### src/sv/fractional_step_sequencer_macros.svh
// assertion helpers, expect clk and rst_n in scope
`ifndef FRACTIONAL_STEP_SEQUENCER_MACROS_SVH
`define FRACTIONAL_STEP_SEQUENCER_MACROS_SVH

// same-cycle implication
`define FSS_ASSERT_NOW(lbl, ante, cons, msg) \
  lbl: assert property (@(posedge clk) disable iff (!rst_n) (ante) |-> (cons)) else $error(msg);

// next-cycle implication
`define FSS_ASSERT_NXT(lbl, ante, cons, msg) \
  lbl: assert property (@(posedge clk) disable iff (!rst_n) (ante) |=> (cons)) else $error(msg);

`endif

### src/sv/fss_pkg.sv
`default_nettype none

package fss_pkg;

  localparam int FRAC_BITS  = 16;
  localparam int STAGE_BITS = 16;
  localparam int DUR_W      = 32;
  localparam int WHOLE_W    = DUR_W - FRAC_BITS;
  localparam int TICK_W     = WHOLE_W + 1;
  localparam int STAGE_W    = STAGE_BITS + 1;
  localparam int EXT_W      = STAGE_BITS + 2;

  typedef struct packed {
    logic signed [DUR_W-1:0]      duration;
    logic signed [STAGE_BITS-1:0] start_stage;
    logic signed [STAGE_BITS-1:0] end_stage;
    logic                         clear;
  } item_t;

  typedef struct packed {
    logic signed [STAGE_W-1:0] stage;
    logic                      sync;
    logic                      cycle;
    logic [DUR_W-1:0]          current_duration;
  } result_t;

endpackage

`default_nettype wire

### src/sv/fss_in_stage.sv
`default_nettype none

module fss_in_stage (
  input  wire logic          clk,
  input  wire logic          rst_n,
  input  wire logic          in_valid,
  output logic               in_stall,
  input  wire fss_pkg::item_t in_item,
  input  wire logic          adv_i,
  output logic               valid_o,
  output fss_pkg::item_t     item_o
);

  logic           valid_r, valid_nxt;
  fss_pkg::item_t item_r;
  logic           take;

  assign in_stall = valid_r && !adv_i;
  assign take     = in_valid && !in_stall;

  always_comb begin
    valid_nxt = valid_r;
    if (take) begin
      valid_nxt = 1'b1;
    end else if (adv_i) begin
      valid_nxt = 1'b0;
    end
  end

  always_ff @(posedge clk) begin
    if (!rst_n) begin
      valid_r <= 1'b0;
    end else begin
      valid_r <= valid_nxt;
    end
  end

  always_ff @(posedge clk) begin
    if (take) begin
      item_r <= in_item;
    end
  end

  assign valid_o = valid_r;
  assign item_o  = item_r;

endmodule

`default_nettype wire

### src/sv/fss_core.sv
`default_nettype none
`include "fractional_step_sequencer_macros.svh"

module fss_core (
  input  wire logic           clk,
  input  wire logic           rst_n,
  input  wire logic           fire_i,
  input  wire fss_pkg::item_t item_i,
  output fss_pkg::result_t    res_o
);

  logic        [fss_pkg::TICK_W-1:0]     tick_r, tick_nxt;
  logic        [fss_pkg::WHOLE_W-1:0]    whole_r, whole_nxt;
  logic signed [fss_pkg::STAGE_W-1:0]    stage_r, stage_nxt;
  logic        [fss_pkg::FRAC_BITS-1:0]  accum_r, accum_nxt;
  logic        [fss_pkg::FRAC_BITS-1:0]  step_r, step_nxt;
  logic        [fss_pkg::DUR_W-1:0]      last_r, last_nxt;
  logic                                  pend_r, pend_nxt;
  logic        [fss_pkg::DUR_W-1:0]      hold_r, hold_nxt;

  logic        [fss_pkg::DUR_W-1:0]      dur;
  logic        [fss_pkg::DUR_W-1:0]      mag;
  logic signed [fss_pkg::EXT_W-1:0]      start_ext, end_ext, cur_ext, moved;
  logic                                  down, wrap;
  logic        [fss_pkg::FRAC_BITS:0]    acc_sum;
  logic                                  sync, cycle;
  logic                                  clr_fire;
  logic        [fss_pkg::TICK_W-1:0]     tick_lim;
  logic                                  tick_low;

  assign dur = item_i.duration;
  assign mag = dur[fss_pkg::DUR_W-1] ? (~dur + fss_pkg::DUR_W'(1)) : dur;

  assign start_ext = {{2{item_i.start_stage[fss_pkg::STAGE_BITS-1]}}, item_i.start_stage};
  assign end_ext   = {{2{item_i.end_stage[fss_pkg::STAGE_BITS-1]}}, item_i.end_stage};
  assign down      = $signed(item_i.start_stage) > $signed(item_i.end_stage);

  always_comb begin
    tick_nxt  = tick_r;
    whole_nxt = whole_r;
    stage_nxt = stage_r;
    accum_nxt = accum_r;
    step_nxt  = step_r;
    last_nxt  = last_r;
    pend_nxt  = pend_r;
    hold_nxt  = hold_r;
    sync      = 1'b0;
    cycle     = 1'b0;
    cur_ext   = '0;
    moved     = '0;
    wrap      = 1'b0;
    acc_sum   = '0;

    if (item_i.clear) begin
      tick_nxt  = fss_pkg::TICK_W'(1);
      whole_nxt = '0;
      accum_nxt = '0;
      step_nxt  = '0;
      last_nxt  = '0;
      stage_nxt = start_ext[fss_pkg::STAGE_W-1:0];
      pend_nxt  = 1'b1;
    end

    // first tick after reset or clear takes the duration up at once
    if (pend_nxt) begin
      pend_nxt = 1'b0;
      sync     = 1'b1;
      hold_nxt = mag;
      if (dur != last_nxt) begin
        last_nxt  = dur;
        whole_nxt = mag[fss_pkg::DUR_W-1 -: fss_pkg::WHOLE_W];
        step_nxt  = mag[fss_pkg::FRAC_BITS-1:0];
        accum_nxt = mag[fss_pkg::FRAC_BITS-1:0];
      end
    end

    if (tick_nxt > {1'b0, whole_nxt}) begin
      tick_nxt = fss_pkg::TICK_W'(1);
      acc_sum  = {1'b0, accum_nxt} + {1'b0, step_nxt};
      // fraction overflow stretches the next stage by one tick
      if (acc_sum[fss_pkg::FRAC_BITS]) begin
        tick_nxt = '0;
      end
      accum_nxt = acc_sum[fss_pkg::FRAC_BITS-1:0];
      cur_ext   = {stage_nxt[fss_pkg::STAGE_W-1], stage_nxt};
      moved     = down ? (cur_ext - fss_pkg::EXT_W'(1)) : (cur_ext + fss_pkg::EXT_W'(1));
      wrap      = (!down && (moved >= end_ext)) || (down && (moved <= end_ext));
      if (wrap) begin
        stage_nxt = start_ext[fss_pkg::STAGE_W-1:0];
        cycle     = 1'b1;
      end else begin
        stage_nxt = moved[fss_pkg::STAGE_W-1:0];
      end
      sync     = 1'b1;
      hold_nxt = mag;
      if (dur != last_nxt) begin
        last_nxt  = dur;
        whole_nxt = mag[fss_pkg::DUR_W-1 -: fss_pkg::WHOLE_W];
        step_nxt  = mag[fss_pkg::FRAC_BITS-1:0];
        accum_nxt = mag[fss_pkg::FRAC_BITS-1:0];
      end
    end

    tick_nxt = tick_nxt + fss_pkg::TICK_W'(1);
  end

  always_ff @(posedge clk) begin
    if (!rst_n) begin
      tick_r  <= fss_pkg::TICK_W'(1);
      whole_r <= '0;
      stage_r <= '0;
      accum_r <= '0;
      step_r  <= '0;
      last_r  <= '0;
      pend_r  <= 1'b1;
      hold_r  <= '0;
    end else if (fire_i) begin
      tick_r  <= tick_nxt;
      whole_r <= whole_nxt;
      stage_r <= stage_nxt;
      accum_r <= accum_nxt;
      step_r  <= step_nxt;
      last_r  <= last_nxt;
      pend_r  <= pend_nxt;
      hold_r  <= hold_nxt;
    end
  end

  assign res_o.stage            = stage_nxt;
  assign res_o.sync             = sync;
  assign res_o.cycle            = cycle;
  assign res_o.current_duration = hold_nxt;

  assign clr_fire = fire_i && item_i.clear;
  assign tick_lim = {1'b0, whole_r} + fss_pkg::TICK_W'(2);
  assign tick_low = (tick_r == fss_pkg::TICK_W'(1)) || (tick_r == fss_pkg::TICK_W'(2));

  `FSS_ASSERT_NOW(a_wrap_has_sync, fire_i && res_o.cycle, res_o.sync, "wrap without sync")
  `FSS_ASSERT_NOW(a_tick_bounded, 1'b1, tick_r <= tick_lim, "tick count ran past period")
  `FSS_ASSERT_NXT(a_clear_restart, clr_fire, !pend_r && tick_low, "clear did not restart count")

endmodule

`default_nettype wire

### src/sv/fss_out_stage.sv
`default_nettype none

module fss_out_stage (
  input  wire logic             clk,
  input  wire logic             rst_n,
  input  wire logic             valid_i,
  input  wire fss_pkg::result_t res_i,
  output logic                  adv_o,
  output logic                  out_valid,
  input  wire logic             out_stall,
  output fss_pkg::result_t      res_o
);

  logic             valid_r, valid_nxt;
  fss_pkg::result_t res_r;

  // register free when empty or its word leaves this edge
  assign adv_o = valid_i && (!valid_r || !out_stall);

  always_comb begin
    valid_nxt = valid_r;
    if (adv_o) begin
      valid_nxt = 1'b1;
    end else if (!out_stall) begin
      valid_nxt = 1'b0;
    end
  end

  always_ff @(posedge clk) begin
    if (!rst_n) begin
      valid_r <= 1'b0;
    end else begin
      valid_r <= valid_nxt;
    end
  end

  always_ff @(posedge clk) begin
    if (adv_o) begin
      res_r <= res_i;
    end
  end

  assign out_valid = valid_r;
  assign res_o     = res_r;

endmodule

`default_nettype wire

### src/sv/fractional_step_sequencer.sv
// channel   direction  handshake            word
// in_       input      in_valid/in_stall    duration, start_stage, end_stage, clear
// out_      output     out_valid/out_stall  stage, sync, cycle, current_duration
//
// one word in per cycle while out_stall is low, one result per word
// stage arithmetic is one compare, add and wrap pass between input and result registers
// rst_n is synchronous, active low; state returns to tick count 1, reload pending
// out_stall holds the result register; in_stall rises only while both registers are full
`default_nettype none

module fractional_step_sequencer (
  input  wire logic                                  clk,
  input  wire logic                                  rst_n,
  input  wire logic                                  in_valid,
  output logic                                       in_stall,
  input  wire logic signed [fss_pkg::DUR_W-1:0]      in_duration,
  input  wire logic signed [fss_pkg::STAGE_BITS-1:0] in_start_stage,
  input  wire logic signed [fss_pkg::STAGE_BITS-1:0] in_end_stage,
  input  wire logic                                  in_clear,
  output logic                                       out_valid,
  input  wire logic                                  out_stall,
  output logic signed [fss_pkg::STAGE_W-1:0]         out_stage,
  output logic                                       out_sync,
  output logic                                       out_cycle,
  output logic [fss_pkg::DUR_W-1:0]                  out_current_duration
);

  fss_pkg::item_t   in_item, s1_item;
  fss_pkg::result_t core_res, out_res;
  logic             s1_valid, adv;

  assign in_item.duration    = in_duration;
  assign in_item.start_stage = in_start_stage;
  assign in_item.end_stage   = in_end_stage;
  assign in_item.clear       = in_clear;

  fss_in_stage u_in (
    .clk      (clk),
    .rst_n    (rst_n),
    .in_valid (in_valid),
    .in_stall (in_stall),
    .in_item  (in_item),
    .adv_i    (adv),
    .valid_o  (s1_valid),
    .item_o   (s1_item)
  );

  fss_core u_core (
    .clk    (clk),
    .rst_n  (rst_n),
    .fire_i (adv),
    .item_i (s1_item),
    .res_o  (core_res)
  );

  fss_out_stage u_out (
    .clk       (clk),
    .rst_n     (rst_n),
    .valid_i   (s1_valid),
    .res_i     (core_res),
    .adv_o     (adv),
    .out_valid (out_valid),
    .out_stall (out_stall),
    .res_o     (out_res)
  );

  assign out_stage            = out_res.stage;
  assign out_sync             = out_res.sync;
  assign out_cycle            = out_res.cycle;
  assign out_current_duration = out_res.current_duration;

endmodule

`default_nettype wire
### config.mk
export PLATFORM = sky130hd
export DESIGN_NAME = fractional_step_sequencer
export DESIGN_NICKNAME = d
export VERILOG_FILES = /design/src/sv/fss_pkg.sv /design/src/sv/fss_in_stage.sv /design/src/sv/fss_core.sv /design/src/sv/fss_out_stage.sv /design/src/sv/fractional_step_sequencer.sv
export VERILOG_INCLUDE_DIRS = /design/src /design/src/sv
export SDC_FILE = /design/constraint.sdc
export NUM_CORES = 1
export LEC_CHECK = 0
export ABC_AREA = 1
export ABC_CLOCK_PERIOD_IN_PS = 9000
export BUFFER_PORTS_ARGS = -buffer_cell sky130_fd_sc_hd__buf_4
export CAP_MARGIN = 30
export CORE_UTILIZATION = 40
export CTS_BUF_LIST = sky130_fd_sc_hd__clkbuf_16
export CTS_CLUSTER_SIZE = 12
export DETAILED_ROUTE_END_ITERATION = 12
export SYNTH_ARGS = -nofsm -noshare
export SYNTH_HDL_FRONTEND = slang
export SYNTH_HIERARCHICAL = 1
export SYNTH_SLANG_ARGS = --single-unit
### constraint.sdc
create_clock -name clk -period 9 [get_ports clk]
set_input_delay 1.8 -clock clk [delete_from_list [all_inputs] [get_ports clk]]
set_output_delay 1.8 -clock clk [all_outputs]
set_load 0.005 [all_outputs]
==> summary.md <==
| Metric | Value |
|---|---|
| Core area | `41110 um2` |
| Maxcap violations | `0` |
| GRT Util Overall | `0.2410` |
| Status | `complete, but fails checks` |
| Gpl congestion | `0.9642` |
| Max Slew Vio Count | `0` |
| Lkg Pwr | `8.590 nW` |
| Rel. slew slack | `0.3531` |
| Slowest cell on crit path | `edfxtp_1` |
| Crit start category | `flop` |
| Clk_skew | `0.02975 ns` |
| Starting Density | `0.4082` |
| Crit path required time | `9.43 ns` |
| Worst setup EP type | `flop` |
| RSZ-0062 raised after global routing | `false` |
| Slew @ Worst Pin | `0.9703 ns` |
| Register area share after synthesis | `0.3854` |
| CTS buffer count | `31` |
| Io pins | `122` |
| Synthesis warning total | `6` |
| Most common cell type on the critical path | `inv_1` |
| Hold_buf cts | `0` |
| Post-synth EDFFs | `116` |
| CP cell instances | `inv_1 > nand2_1 > a21oi_1 > nand3_1 > nor3_1 > nand4_1 > nand2_2 > inv_2 > o21ai_1 > inv_1 > ha_1 > nand4_1 > nor3_2 > nand3b_1 > nand3_2 > nand2_4 > nor2_4 > buf_4 > inv_2 > o21ai_0 > inv_1 > o211ai_1 > a21oi_1` |
| # clock sinks | `265` |
| PwrDens | `198.8 nW/um2` |
| Unique masters post-synth | `54` |
| Hold crit path type | `flop to flop` |
| Fraction of registers with async set/reset | `0` |
| Final period util | `0.8079` |
| Ys flop type | `dfxtp_1` |
| Drc violations | `2` |
| Total grt overflow | `0` |
| Flops & latches, synth | `265` |
| Buffers from clock root to sink, at most | `3` |
| Final setup fails | `0` |
| Pwr Total | `3.763 mW` |
| Syn Area/Cell | `7.273 um2` |
| Post-Synthesis Cell Area | `roughly 17000 um2` |
| Largest net degree at the start of global routing | `95` |
| CP Data Arrival Time | `between 7 and 8 ns` |
| Root buffer cell | `clkbuf_16` |
| Ant diodes | `0` |
| Worst vdd ir | `between 0.15 and 0.2 mV` |
| DRT iter0 DRCs | `1458` |
| Die X | `206.8 um` |
| Antenna violations before repair | `1` |
| Post-CTS Repair Setup Buffers | `0` |
| Clk pin slew, worst setup/hold paths | `roughly 0.060 ns` |
| Layout cells sized above 1 | `0.09206` |
| Number of global-route vias before repair | `14660` |
| Non-Filler Instances | `2911` |
| CP max FO | `63` |
| Row count | `74` |
| DRT Pass-1 Iters | `12` |
| Worst skew pair latency | `0.60 ns` |
| H-tree levels | `1` |
| ANT nets after route | `0` |
| Max Freq | `between 0.1 and 0.15 GHz` |
| First-pass GRT wire length | `80.56 mm` |
| Minimum clock period | `approximately 7.3 ns` |
| Crit Path Category | `flop to flop` |
| CTS resizes | `0` |
| Cells after Synth | `2307` |
| Syn Nets | `2453` |
| Die area | `about 43000 um2` |
| CP max stage delay | `0.76 ns` |
| Detailed-route via count | `15690` |
| Final hold vios | `0` |
| Final nets | `2501` |
| Die height | `206.8 um` |
| Failing checks | `design-rule violations` |
| Setup TNS | `0 ns` |
| Hpwl dp | `36.32 mm` |
| Vias per inst | `approximately 5.4` |
| Dpl cells | `2854` |
| Routed WL | `51.35 mm` |
| Port Buffers | `121` |
| P&R area growth vs syn | `12.79%` |
| WL per Instance | `17.64 um` |
| CTS tree | `yes` |
-- cell type report --
class / count / area [um2]
multi-input combinational: 1601 / 8567
clock buffer: 32 / 800.8
fill: 4190 / 22180
clock inverter: 25 / 207.7
inverter: 322 / 1212
sequential: 265 / 6466
tap: 532 / 665.6
timing repair buffer: 134 / 1006
-- final timing paths --
path	cells past startpoint	start	endpoint	slack (ns)
setup / recovery	23	u_in/item_o[64]	u_core/accum_r[14]	1.73
hold / removal	2	u_core/last_r[10]	u_core/last_r[10]	0.47
setup reg to reg	23	u_in/item_o[64]	u_core/accum_r[14]	1.73
hold reg to reg	2	u_core/last_r[10]	u_core/last_r[10]	0.47
-- synth_stat cells (4+ instances only) --
master | number | share of area
ha_1 | 75 | 0.056
or2_2 | 5 | 0.0019
nand2_1 | 530 | 0.12
edfxtp_1 | 116 | 0.21
a31oi_1 | 10 | 0.0037
xor2_1 | 93 | 0.049
nand3_1 | 146 | 0.044
clkbuf_1 | 70 | 0.016
buf_6 | 6 | 0.0040
xnor2_1 | 8 | 0.0042
buf_2 | 28 | 0.0084
buf_4 | 8 | 0.0036
o221ai_1 | 7 | 0.0037
nor2_1 | 174 | 0.039
nand4_1 | 37 | 0.014
buf_1 | 7 | 0.0016
nor2_4 | 4 | 0.0027
o22ai_1 | 8 | 0.0030
o21ai_0 | 165 | 0.049
o21ai_1 | 23 | 0.0069
a21oi_1 | 177 | 0.053
inv_1 | 313 | 0.070
dfxtp_1 | 149 | 0.18
o211ai_1 | 56 | 0.025
nor3_2 | 5 | 0.0030
nor4_1 | 15 | 0.0056
inv_2 | 8 | 0.0018
nor3_1 | 18 | 0.0054
o21bai_1 | 4 | 0.0018
nor2_2 | 5 | 0.0019
-- cells in the final DEF (no fill, tap or decap), drive strengths merged, types with 8 or more instances in the layout --
| cell | instances |
|---|---|
| clkbuf | 32 |
| ha | 75 |
| inv | 331 |
| o21ai | 189 |
| nor2 | 183 |
| nor4 | 15 |
| dfxtp | 149 |
| edfxtp | 116 |
| nand4 | 39 |
| o22ai | 8 |
| xnor2 | 8 |
| nand2 | 533 |
| nor3 | 23 |
| nand3 | 148 |
| a21oi | 179 |
| a31oi | 10 |
| o211ai | 56 |
| buf | 134 |
| clkinv | 12 |
| xor2 | 93 |
-- critical path, delay by kind of cell (launching register included) --
family,cells,cell delay [ns]
AND/OR/NAND/NOR,11,2.69
adder cells (fa/ha/maj),1,0.33
AO/OA/AOI/OAI,5,0.88
flip-flops,1,0.76
buffers and inverters,6,2.35
-- routing by layer --
metal  vias to the layer above  global-route usage  wire, um
li1                       7711                   -         -
met1                      7352              0.3412     24120
met2                       545              0.3833     22710
met3                        79             0.02998      3083
met4                         0             0.07039      1435
met5                         -                   0         0
-- stage by stage --
stage / instance area, um2 / hold WS (ns) / setup WS, ns / utilization
after floorplan: 16780 / 0.4441 / 0.9794 / -
after global placement: 17920 / 0.4516 / 1.881 / 0.4358
after detailed placement: 17920 / 0.4562 / 1.858 / 0.4358
after CTS: 18930 / 0.4655 / 1.808 / 0.4604
after global routing: 18930 / 0.4762 / 1.069 / 0.4604
final: 18930 / 0.4651 / 1.729 / 0.4604
-- flip-flops by register name (all words and copies together) (netlist names) --
name,count
u_core/pend_r,1
u_core/stage_r,17
u_core/hold_r,32
u_core/step_r,16
u_out/res_o,51
u_core/tick_r,17
u_core/whole_r,16
u_core/accum_r,16
u_out/out_valid,1
u_in/item_o,65
u_in/valid_o,1
u_core/last_r,32
-- where the power goes --
part           switching (mW)  internal, mW  total, mW
Combinational           0.724         0.353       1.08
Sequential             0.0619          1.37       1.43
Clock                   0.525         0.728       1.25
Total                    1.31          2.45       3.76
-- cells by family after synthesis --
group                    after synthesis  share of synthesized area
AND/OR/NAND/NOR                      954                     0.2430
adder cells (fa/ha/maj)               77                    0.05831
flip-flops                           265                     0.3854
AO/OA/AOI/OAI                        469                     0.1554
XOR/XNOR                             101                    0.05272
buffers and inverters                441                     0.1052
Note: power is estimated with default switching activity, not from simulation.
